--- src/rtl/core/lkvc_pkg.sv ---
package lkvc_pkg;

  localparam int MAX_ENTRIES = 8;
  localparam int KEY_BITS    = 32;
  localparam int VALUE_BITS  = 32;

  localparam int IDX_BITS = (MAX_ENTRIES > 1) ? $clog2(MAX_ENTRIES) : 1;
  localparam int CNT_BITS = $clog2(MAX_ENTRIES + 1);

  localparam int CAP_BITS   = 4;
  localparam int ADDR_BITS  = 3;
  localparam int REG_CAPACITY = 0;
  localparam logic [CAP_BITS-1:0] CAP_RESET = CAP_BITS'(8);

  typedef struct packed {
    logic [31:0] lookup_key;
    logic [31:0] fill_value;
  } lkvc_req_t;

  typedef struct packed {
    logic [31:0] result_value;
    logic        hit;
    logic        evicted;
  } lkvc_rsp_t;

  // Controller to datapath commands
  typedef struct packed {
    logic load;
    logic compare;
    logic update;
  } lkvc_cmd_t;

endpackage

--- src/rtl/core/lkvc_ctrl.sv ---
module lkvc_ctrl (
  input  logic              clk,
  input  logic              rst,
  input  logic              start,
  output logic              busy,
  output logic              done,
  output lkvc_pkg::lkvc_cmd_t cmd
);
  import lkvc_pkg::*;

  typedef enum logic [1:0] {
    ST_IDLE,
    ST_COMPARE,
    ST_UPDATE
  } state_t;

  state_t state;

  always_ff @(posedge clk) begin
    if (rst) begin
      state <= ST_IDLE;
      busy  <= 1'b0;
      done  <= 1'b0;
    end else begin
      done <= 1'b0;
      unique case (state)
        ST_IDLE: begin
          if (start && !busy) begin
            state <= ST_COMPARE;
            busy  <= 1'b1;
          end
        end
        ST_COMPARE: begin
          state <= ST_UPDATE;
        end
        ST_UPDATE: begin
          state <= ST_IDLE;
          busy  <= 1'b0;
          done  <= 1'b1;
        end
        default: begin
          state <= ST_IDLE;
          busy  <= 1'b0;
        end
      endcase
    end
  end

  always_comb begin
    cmd.load    = (state == ST_IDLE) && start && !busy;
    cmd.compare = (state == ST_COMPARE);
    cmd.update  = (state == ST_UPDATE);
  end

endmodule

--- src/rtl/core/lkvc_datapath.sv ---
module lkvc_datapath (
  input  logic                        clk,
  input  logic                        rst,
  input  lkvc_pkg::lkvc_cmd_t         cmd,
  input  logic [lkvc_pkg::CAP_BITS-1:0] capacity,
  input  lkvc_pkg::lkvc_req_t         req,
  output lkvc_pkg::lkvc_rsp_t         rsp
);
  import lkvc_pkg::*;

  logic [KEY_BITS-1:0]   keys [MAX_ENTRIES];
  logic [VALUE_BITS-1:0] vals [MAX_ENTRIES];
  logic [CNT_BITS-1:0]   occ;

  logic [KEY_BITS-1:0]   key_q;
  logic [VALUE_BITS-1:0] fill_q;
  logic                  match_hit;
  logic [IDX_BITS-1:0]   match_idx;

  logic                  found;
  logic [IDX_BITS-1:0]   found_idx;
  logic [CNT_BITS-1:0]   eff_cap;
  logic [CNT_BITS-1:0]   shift_cnt;
  logic                  evict;
  logic [CNT_BITS-1:0]   occ_next;
  logic [VALUE_BITS-1:0] new_val;

  // Parallel key match; lowest position wins
  always_comb begin
    found     = 1'b0;
    found_idx = '0;
    for (int j = MAX_ENTRIES - 1; j >= 0; j--) begin
      if ((CNT_BITS'(j) < occ) && (keys[j] == key_q)) begin
        found     = 1'b1;
        found_idx = IDX_BITS'(j);
      end
    end
  end

  always_comb begin
    if (capacity == '0) begin
      eff_cap = CNT_BITS'(1);
    end else if (int'(capacity) > MAX_ENTRIES) begin
      eff_cap = CNT_BITS'(MAX_ENTRIES);
    end else begin
      eff_cap = CNT_BITS'(capacity);
    end
  end

  always_comb begin
    evict = 1'b0;
    if (match_hit) begin
      shift_cnt = CNT_BITS'(match_idx);
      occ_next  = occ;
      new_val   = vals[match_idx];
    end else begin
      if (occ >= eff_cap) begin
        shift_cnt = eff_cap - CNT_BITS'(1);
        evict     = 1'b1;
      end else begin
        shift_cnt = occ;
      end
      occ_next = shift_cnt + CNT_BITS'(1);
      new_val  = fill_q;
    end
  end

  always_ff @(posedge clk) begin
    if (rst) begin
      occ <= '0;
    end else if (cmd.update) begin
      occ <= occ_next;
    end
  end

  always_ff @(posedge clk) begin
    if (cmd.load) begin
      key_q  <= KEY_BITS'(req.lookup_key);
      fill_q <= VALUE_BITS'(req.fill_value);
    end
    if (cmd.compare) begin
      match_hit <= found;
      match_idx <= found_idx;
    end
    if (cmd.update) begin
      // Move the chain back up to the shift point and put the entry in front
      for (int j = 1; j < MAX_ENTRIES; j++) begin
        if (CNT_BITS'(j) <= shift_cnt) begin
          keys[j] <= keys[j-1];
          vals[j] <= vals[j-1];
        end
      end
      keys[0]          <= key_q;
      vals[0]          <= new_val;
      rsp.result_value <= 32'(new_val);
      rsp.hit          <= match_hit;
      rsp.evicted      <= evict;
    end
  end

endmodule

--- src/rtl/core/lru_key_value_cache_core.sv ---
// LRU key/value cache, eight entries, fully associative. Pulse start with a
// lookup while busy is low; exactly one result follows on rsp, marked by done
// for a single cycle. A new lookup can be accepted in the cycle that done is
// high. Each lookup registers the request, then does the parallel key compare
// across the recency chain, then shifts the chain and registers the result.
// The receiver cannot stall; capture rsp whenever done is high. Register 0
// (capacity_in_use, 4 bits, reset 8) limits how many entries a miss leaves
// held; write it only while busy is low and no result is pending.
module lru_key_value_cache_core (
  input  logic                           clk,
  input  logic                           rst,
  input  logic                           start,
  output logic                           busy,
  input  lkvc_pkg::lkvc_req_t            req,
  output logic                           done,
  output lkvc_pkg::lkvc_rsp_t            rsp,
  input  logic                           psel,
  input  logic                           penable,
  input  logic                           pwrite,
  input  logic [lkvc_pkg::ADDR_BITS-1:0] paddr,
  input  logic [31:0]                    pwdata,
  output logic [31:0]                    prdata,
  output logic                           pready
);
  import lkvc_pkg::*;

  logic [CAP_BITS-1:0] capacity;
  lkvc_cmd_t           cmd;
  logic                reg_sel;

  assign pready  = 1'b1;
  assign reg_sel = (int'(paddr[ADDR_BITS-1:2]) == REG_CAPACITY);
  assign prdata  = reg_sel ? 32'(capacity) : 32'd0;

  always_ff @(posedge clk) begin
    if (rst) begin
      capacity <= CAP_RESET;
    end else if (psel && penable && pwrite && pready && reg_sel) begin
      capacity <= pwdata[CAP_BITS-1:0];
    end
  end

  lkvc_ctrl u_ctrl (
    .clk   (clk),
    .rst   (rst),
    .start (start),
    .busy  (busy),
    .done  (done),
    .cmd   (cmd)
  );

  lkvc_datapath u_datapath (
    .clk      (clk),
    .rst      (rst),
    .cmd      (cmd),
    .capacity (capacity),
    .req      (req),
    .rsp      (rsp)
  );

  a_accept_busy: assert property (@(posedge clk) disable iff (rst)
    start && !busy |=> busy && !done)
    else $error("accepted lookup did not raise busy");

  a_done_after_busy: assert property (@(posedge clk) disable iff (rst)
    done |-> $past(busy) && !busy)
    else $error("result strobe without a lookup in progress");

  a_hit_no_evict: assert property (@(posedge clk) disable iff (rst)
    done && rsp.hit |-> !rsp.evicted)
    else $error("hit reported an eviction");

  a_single_strobe: assert property (@(posedge clk) disable iff (rst)
    done |=> !done)
    else $error("result strobe longer than one cycle");

endmodule

--- config.mk ---
export PLATFORM = sky130hd
export DESIGN_NAME = lru_key_value_cache_core
export DESIGN_NICKNAME = d
export VERILOG_FILES = /design/src/rtl/core/lkvc_pkg.sv /design/src/rtl/core/lkvc_ctrl.sv /design/src/rtl/core/lkvc_datapath.sv /design/src/rtl/core/lru_key_value_cache_core.sv
export SDC_FILE = /design/constraint.sdc
export NUM_CORES = 1
export LEC_CHECK = 0
export ABC_AREA = 1
export BUFFER_PORTS_ARGS = -buffer_cell sky130_fd_sc_hd__buf_4
export CORE_MARGIN = 5
export CORE_UTILIZATION = 54
export CTS_CLUSTER_DIAMETER = 60
export DETAILED_ROUTE_END_ITERATION = 16
export PLACE_DENSITY_LB_ADDON = 0.15
export SKIP_LAST_GASP = 1
export SLEW_MARGIN = 10
export SYNTH_ARGS = -nofsm -noshare
export SYNTH_HDL_FRONTEND = slang
export SYNTH_SLANG_ARGS = --single-unit
--- constraint.sdc ---
create_clock -name clk -period 19 [get_ports clk]
set_input_delay 1.9 -clock clk [delete_from_list [all_inputs] [get_ports clk]]
set_output_delay 1.9 -clock clk [all_outputs]
set_load 0.01 [all_outputs]
Yosys cells after proc, flatten, opt, wreduce, memory -nomap -nowiden:

Memories as Yosys holds them, arrays and structs flattened.
Cells that the tools add are included.

* output and inout port bits: 69
* memories: 2
* logic and storage cells: 114
* register bits: 114
* memory bits (writable): 512

Memory list
* u_datapath.keys: depth 8, bits a word 32, read ports 8, clocked after Yosys merged registers in 0, wr ports 8, RTL line lkvc_datapath.sv:11 `logic [KEY_BITS-1:0] keys [MAX_ENTRIES];`
* u_datapath.vals: depth 8, bits a word 32, read ports 8, clocked after Yosys merged registers in 0, wr ports 8, RTL line lkvc_datapath.sv:12 `logic [VALUE_BITS-1:0] vals [MAX_ENTRIES];`

* eq/ne operators: 11
* order comparisons: 17
* bitwise gates (word level): 3
* reductions and logical operators: 22
* add/sub/neg operators: 2
* mux-type cells: 43

Operators with widths (number)
* $eq 32x32->1: 8
* $mux 32: 1
* $mux 1: 27
* $mux 4: 6
* $le 3x4->1 const A: 4
* $lt 3x4->1 const A: 4
* $logic_and 1x1->1: 14
* $mux 3: 4
* $le 2x4->1 const A: 2
* $lt 1x4->1 const A: 2
* $lt 2x4->1 const A: 2
* $reduce_or 7->1: 1
* $mux 2: 3
* $add 4x1->4 const B: 1
* $ge 4x4->1: 1
* $gt 4x4->1 const B: 1
* $le 1x4->1 const A: 1
* $logic_not 4->1: 1
* $pmux 2 s2: 1
* $reduce_and 2->1: 2
* $reduce_or 4->1: 1
* $sub 4x1->4 const B: 1
* $not 1->1: 3
* $eq 2x1->1 const B: 1
* other kinds (6): 6

Logic depth before layout (Yosys ltp):

Gate-level depths: netlist (run 1).

* depth after elaboration: 11
* depth in mapped cells: 17
* depth with buffers taken out: 17

Hierarchy:

Synthesis (run 1) repeated with hierarchy kept, for this count alone.

* cell total of the unflattened synthesis: 1908
* area, all modules: 24322.1 um2

Modules (own cells, without submodules)
* lkvc_datapath: cells an instance 1819, area an instance 23692.7 um2, instances 1, seq. area each 17556.8 um2
* lru_key_value_cache_core: cells an instance 69, area an instance 459.2 um2, instances 1, seq. area each 80.1 um2
* lkvc_ctrl: cells an instance 20, area an instance 170.2 um2, instances 1, seq. area each 80.1 um2

Least setup slack after synthesis (run 1):

OpenSTA, ideal clock, no wires.

* kind: input -> register
* from: input port start
* to: register u_ctrl.busy
* arrival: 8.647 ns
* cell stages on the path: 4
* buffers on the path: 0
* required time: 18.914 ns
* path slack: 10.267 ns
* path through: inv_1 > nor4_1 > inv_1 > a21oi_1

* word-level cells in the longest chain between the ends: 3

RTL lines
* start: declaration: RTL line lru_key_value_cache_core.sv:12 `input logic start,`
* $logic_and 1x1->1: RTL line lkvc_ctrl.sv:28 `if (start && !busy) begin`
* $ne 2x1->1 (no source line)
* $reduce_and 2->1 (no source line)
* end signal: assignment: RTL line lkvc_ctrl.sv:30 `busy <= 1'b1;`
* end signal: assignment: RTL line lkvc_ctrl.sv:38 `busy <= 1'b0;`
* end signal: assignment: RTL line lkvc_ctrl.sv:43 `busy <= 1'b0;`
* end: declaration: RTL line lkvc_ctrl.sv:5 `output logic busy,`

No other way between the ends.
A chain may end at the register's enable or synchronous reset.

==> out/metrics.cfg, run 1 <==
[global_route]
grt_pass1_wl_um=88800
grt_max_degree=98
grt_pass1_vias=14800
grt_use_total=0.233
grt-ovfl-total=0
antenna_found_initial=0

[clock_network]
root_buffer=clkbuf_16
cts_resized=0
path_clk_slew_ps=60
cts.sinks=594
cts_buffer_depth=3
cts_setup_buffers=0
ctsHtreeMaxLevel=2
hold_buffers=0
numCtsBuffers=60
insertion_delay_ps=620
cts_tree=built

[sta]
fin_tns_setup_ps=0
setup_ws_ps=14780
clock_skew_ps=24.5
period_share=0.222
final-setup-viol-count=0
tightest_slew_ps=1090
finalCriticalPeriod_ps=4220
final-max-slew-violation-count=0
slew_headroom=0.271
rsz0062_at_grt=no
fmax_ghz=0.237
hold_viol=0

[critical_path]
criticalPathCategory=flip-flop to flip-flop
r2r-start=capacity[2]
cp_max_fo=65
r2r_setup_slack_ps=14780
worstRegToRegCells=17
critPathLaunchType=flip-flop
cp_data_required_time_ps=19230
r2r_end=u_datapath.keys[3][19]
cp.arrival_ps=4450
end_kind=flip-flop

[logic_synthesis]
synth_top_area_cell=edfxtp_1
ys_top_cells_by_area=edfxtp_1 72%, nand2_1 6.4%, nor2_1 2.9%, o21ai_0 2.5%, xnor2_1 2.0%
netlist_area_mm2=0.0243
syn_avg_cell_area_um2=12.6
synth_ff_type=edfxtp_1
synth_edf_count=582
synth_commonest_cells=582 x edfxtp_1, 416 x nand2_1, 186 x nor2_1
async_flop_share=0
synth-seq-cells=594
netlist.area_leader.share=0.720
syn_inst=1920
synth_warnings=0
synth_cell_types=41
synthMostInstantiatedCell=edfxtp_1
synth_seq_area_share=0.730

[floorplan]
io_pins=174
dieWidth_um=222
fp.dieH_um=222
die_area_mm2=0.0493
std_cell_rows=77
core_mm2=0.0443
start_util=0.548

[drt]
drc=0
ant_nets=0
via_per_inst=5.61
drt-initial-drc-count=1634
vias=15100
drt_wl_total_um=58500
wl_per_cell_um=21.8
drt-pass1-iter-count=5

[placement]
portBuffers=114
dp_hpwl_um=38500
place_congestion=0.970
place_ws_ps=14730

[final_layout]
drive_gt1_frac=0.129
syn_to_final_growth_pct=13.3
fin_nets=2154
antenna_cells=0

[worst_hold_path]
min_path_cells=0
hp-class=flip-flop to flip-flop
hp-start=u_datapath.vals[5][13]
holdPathEnd=u_datapath.vals[6][13]

[run]
cap_viol_max_count=0

[power]
leakagePower_uw=0.00981
p_per_area_mw_per_mm2=101
ir_drop_mv=0.0743

[outcome]
outcome=finished clean

## worst max path at each step
stage / start / endpoint / slack [ps] / cells past startpoint
2_1_floorplan: start / u_ctrl.busy / 10270 / 4
3_3_place_gp: capacity[2] / u_datapath.keys[3][20] / 14760 / 17
3_5_place_dp: capacity[2] / u_datapath.keys[3][20] / 14730 / 17
4_1_cts: capacity[2] / u_datapath.keys[3][19] / 14690 / 17
5_1_grt: capacity[2] / u_datapath.keys[3][26] / 14410 / 17
6_report: capacity[2] / u_datapath.keys[3][19] / 14780 / 17
## per-layer routing
layer	GRT usage	part of all wire	vias to the layer above	wire length (um)
met5	0	0	-	0
met4	0.0636	0.025	0	1480
met3	0.0361	0.080	93	4680
met2	0.361	0.46	640	26800
met1	0.350	0.44	7363	25600
li1	-	-	6964	-
## area by class of cell
class | count | area [um2]
clock buffer | 76 | 1630
sequential | 594 | 17700
fill | 3455 | 16800
multi-input combinational | 1138 | 5690
inverter | 112 | 420
clock inverter | 35 | 283
tap | 592 | 741
timing repair buffer | 137 | 1030
## cells by family after synthesis
family	synth area share
xor+xnor	0.0361
fa+ha+maj	0.00309
compound gates	0.0728
buf+inv	0.0427
simple gates	0.115
other cells	0.000309
flops	0.730
## report_power, final
| part | internal, uW | switching (uW) | total (uW) |
|---|---|---|---|
| Clock | 660 | 490 | 1150 |
| Combinational | 48.8 | 94.1 | 143 |
| Sequential | 1460 | 30.6 | 1490 |
| Total | 2170 | 615 | 2790 |
## per-stage QoR
step / total power, uW / hold WS [ps] / cell area (um2) / std cells / utilization
final: 2790 / 443 / 27500 / 2684 / 0.621
after global routing: 2880 / 447 / 27500 / 2684 / 0.621
after CTS: 2800 / 443 / 27500 / 2684 / 0.621
after detailed placement: 1660 / 429 / 25600 / 2573 / 0.578
after global placement: 1660 / 424 / 25600 / 2573 / 0.578
after floorplan: 1610 / 421 / 24400 / 1947 / -
## registers in the layout, indices dropped and copies added (netlist names)
register / count
u_datapath.match_idx: 3
u_datapath.key_q: 32
u_datapath.match_hit: 1
u_ctrl.done: 1
u_datapath.fill_q: 32
u_datapath.vals: 256
capacity: 4
u_datapath.rsp: 2
u_datapath.keys: 256
u_ctrl.state: 2
u_datapath.occ: 4
u_ctrl.busy: 1
## critical path: stages (launching register included)
cell,delay (ps)
dfxtp_1,310
inv_1,90
a21oi_1,80
nor2_1,200
ha_1,280
o21ai_1,130
nand2_1,60
nand2_1,70
nand2_2,130
nand2_1,120
o21ai_2,80
o21ai_0,200
o21ai_2,180
inv_2,90
buf_4,650
o21ai_0,270
inv_2,90
buf_4,720
## placed cells by master, fill, tap and decap left out, types with 12 or more instances in the layout
cell	Yosys	final
edfxtp_1	582	582
nand2_1	416	415
nor2_1	186	184
buf_4	42	137
o21ai_0	123	122
inv_1	88	85
clkbuf_16	0	61
xnor2_1	56	56
o22ai_1	56	56
nand3_1	50	50
a21oi_1	46	46
xor2_1	44	44
o211ai_1	37	37
conb_1	2	29
inv_2	23	27
clkinv_1	1	18
o21ai_1	16	16
nand4_1	13	13
dfxtp_1	12	12
Power figures use the tool's default switching activity.
==> run 2: changes to the inputs <==
Settings changed: ABC_AREA 1 to 0.
Clock period 19 ns to 3.4 ns, I/O delays scaled along.
==> run 2 against run 1 <==
Die area shrank 2.5%. Wire length down 16%. Power grew to 5.5 times the previous value. Clock skew about the same. Design area up 1.1%. Synthesized cell count shrank 28%. Register-to-register slack lost 14000 ps. Non-clock buffer count up 98. Maximum frequency rose by 36%. Clock power grew to 5.2 times the previous value.
==> out/metrics.cfg, run 2 <==
[critical_path]
critPathSlowestCell=a21oi_2  ; was buf_4
cp_num_buf_inv=2  ; was 5
max_stage_delay_ps=420  ; was 720 ps
cp_data_required_time_ps=3720  ; was 19,230 ps
end_kind=flip-flop  ; unchanged
cp_max_fo=32  ; was 65
critPathTopFamily=compound AO/OA/AOI/OAI gates  ; was buffers and inverters
crit_path_cell_trace=nor2_1, o21ai_1, inv_1, ha_1, o21ai_2, a21oi_2, mux2i_1, nor2_1, a21oi_2, o211ai_1, buf_4  ; was inv_1, a21oi_1, nor2_1, ha_1, o21ai_1, nand2_1, nand2_1, nand2_2, nand2_1, o21ai_2, o21ai_0, o21ai_2, inv_2, buf_4, o21ai_0, inv_2, buf_4
critPathLaunchType=flip-flop  ; unchanged
r2r_setup_slack_ps=300  ; was 14,780 ps
criticalPathCategory=flip-flop to flip-flop  ; unchanged
cp.arrival_ps=3430  ; was 4450 ps

[sta]
tightest_slew_ps=929  ; was 1090 ps
fmax_ghz=0.322  ; was 0.237 GHz
period_share=0.912  ; was 0.222
finalCriticalPeriod_ps=3100  ; was 4220 ps
rsz0062_at_grt=no  ; unchanged
clock_skew_ps=24.3  ; was 24.5 ps
slew_headroom=0.381  ; was 0.271
whs_ps=88.0  ; was 443 ps
final-setup-viol-count=0  ; unchanged
hold_viol=0  ; unchanged
final-max-slew-violation-count=0  ; unchanged

[drt]
ant_nets=0  ; unchanged
drt_wl_total_um=49000  ; was 58,500 um
drt-pass1-iter-count=5  ; unchanged
drt-initial-drc-count=1230  ; was 1,634
wl_per_cell_um=22.0  ; was 21.8 um
vias=12200  ; was 15,100
drc=0  ; unchanged
via_per_inst=5.46  ; was 5.61

[final_layout]
nFillCells=3059  ; was 3,455
syn_to_final_growth_pct=17.6  ; was 13.3%
antenna_cells=0  ; unchanged
reg_top3=u_datapath.keys (256), u_datapath.vals (256)  ; unchanged
mostFrequentLayoutCells=582 x edfxtp_1, 154 x buf_4, 129 x xor2_1  ; was 582 x edfxtp_1, 415 x nand2_1, 184 x nor2_1
fin_cells=2233  ; was 2,684
fin_nets=1713  ; was 2,154
final_common_cell=edfxtp_1  ; unchanged
drive_gt1_frac=0.180  ; was 0.129

[clock_network]
insertion_delay_ps=610  ; was 620 ps
path_clk_slew_ps=60  ; about the same
root_buffer=clkbuf_16  ; unchanged
cts_resized=0  ; unchanged
cts_tree=built  ; unchanged
numCtsBuffers=58  ; was 60
cts.sinks=594  ; unchanged
cts_buffer_depth=3  ; unchanged
ctsHtreeMaxLevel=2  ; unchanged

[worst_hold_path]
hp-class=input pin to flip-flop  ; was flip-flop to flip-flop

[floorplan]
fp.dieH_um=219  ; was 222 um
die_area_mm2=0.0481  ; was 0.0493 mm2
std_cell_rows=76  ; was 77
io_pins=174  ; unchanged
core_mm2=0.0432  ; was 0.0443 mm2
dieWidth_um=219  ; was 222 um
start_util=0.548  ; about the same

[global_route]
grt_pass1_vias=12600  ; was 14,800
grt_max_degree=77  ; was 98
grt_use_total=0.206  ; was 0.233
grt_pass1_wl_um=75000  ; was 88,800 um
grt-ovfl-total=0  ; unchanged
antenna_found_initial=0  ; unchanged

[logic_synthesis]
async_flop_share=0  ; unchanged
syn_avg_cell_area_um2=17.2  ; was 12.6 um2
synth_ff_type=edfxtp_1  ; unchanged
synth_commonest_cells=582 x edfxtp_1, 129 x xor2_1, 126 x xnor2_1  ; was 582 x edfxtp_1, 416 x nand2_1, 186 x nor2_1
ys_top_cells_by_area=edfxtp_1 74%, xor2_1 4.8%, xnor2_1 4.7%, mux4_2 3.0%, mux2i_1 1.6%  ; was edfxtp_1 72%, nand2_1 6.4%, nor2_1 2.9%, o21ai_0 2.5%, xnor2_1 2.0%
netlist.area_leader.share=0.739  ; was 0.720
synth_seq_area_share=0.749  ; was 0.730
netlist_area_mm2=0.0237  ; was 0.0243 mm2
synth_warnings=0  ; unchanged
synth_cell_types=45  ; was 41
synth-seq-cells=594  ; unchanged
synth_top_area_cell=edfxtp_1  ; unchanged
synthMostInstantiatedCell=edfxtp_1  ; unchanged
syn_inst=1377  ; was 1,920
synth_edf_count=582  ; unchanged

[power]
p_per_area_mw_per_mm2=548  ; was 101 mW/mm2
ir_drop_mv=0.559  ; was 0.0743 mV
leakagePower_uw=0.00932  ; was 0.00981 uW

[placement]
portBuffers=114  ; unchanged
dp_hpwl_um=32300  ; was 38,500 um
place_congestion=0.864  ; was 0.970
dp.cells=2056  ; was 2,573

[run]
cap_viol_max_count=0  ; unchanged

[outcome]
outcome=finished clean  ; unchanged

run 2: cell types whose count changed in the layout (fill, tap and decap cells not counted), sizes merged, moves of 71 or more:
cell / previous run / this run
dlygate4sd3: 0 / 71
xor2: 44 / 129
nand2: 418 / 16
inv: 115 / 15
o21ai: 141 / 7
nor2: 190 / 82
run 2: per-layer routing:
| layer | up-vias | track usage | wire length (um) |
|---|---|---|---|
| li1 | 5628 | - | - |
| met2 | 374 | 0.322 | 23000 |
| met4 | 0 | 0.0620 | 1300 |
| met1 | 6109 | 0.304 | 22300 |
| met5 | - | 0 | 0 |
| met3 | 79 | 0.0303 | 2450 |
run 2: cell families (layout without fill, tap and decap cells):
logic type	Yosys count	in the layout	share of synthesized area
DFF	594	594	0.749
muxes	72	72	0.0475
xor gates and xnor gates	255	255	0.0944
AOI/OAI and AO/OA	131	131	0.0337
and+or+nand+nor	205	205	0.0445
adders and majority gates	6	6	0.00317
buffers and inverters	112	356	0.0273
other	2	29	0.000318
run 2: report_power, final:
part / switching [uW] / total [uW] / internal, uW / leakage (uW)
sequential: 189 / 8390 / 8200 / 0.00538
clock: 2630 / 5990 / 3360 / 0.000857
combinational: 466 / 864 / 397 / 0.00308
run 2: final timing paths:
check,cells after the start,start,to
worst max-delay path,11,capacity[2],u_datapath.keys[0][34]
worst min-delay path,4,pwdata[3],capacity[3]
worst max register to register,11,capacity[2],u_datapath.keys[0][34]
worst min register to register,0,u_datapath.vals[6][3],u_datapath.vals[7][3]
run 2: cell type report:
type	instances	area (um2)	area share
Clock buffer	74	1510	0.0544
Clock inverter	32	244	0.00877
Inverter	15	60.1	0.00216
Multi-Input combinational cell	698	5470	0.197
Sequential cell	594	17700	0.637
Tap cell	585	732	0.0263
Timing Repair Buffer	235	2070	0.0743
run 2: what timing repair did:
action                                 in CTS  in global routing
hold buffers                               71                  0
setup endpoints to repair                   0                  0
endpoints found under the hold margin      75                  0
buffers inserted                            0                  0
run 2: tightest hold or removal path: cells and delay by family:
kind | cells | cell delay (ps)
AOI/OAI and AO/OA | 1 | 110
buffers and inverters | 2 | 110
and+or+nand+nor | 1 | 100
run 2: per-stage QoR:
step	area, um2	TNS, ps	utilization	setup WS [ps]	power, uW
finish	27800	0	0.644	298	15200
global placement	25300	0	0.587	394	9320
detailed placement	25300	0	0.587	335	9340
CTS	27800	0	0.644	315	15400
floorplan	23800	-336600	-	-1730	9020
global route	27800	0	0.644	122	15800
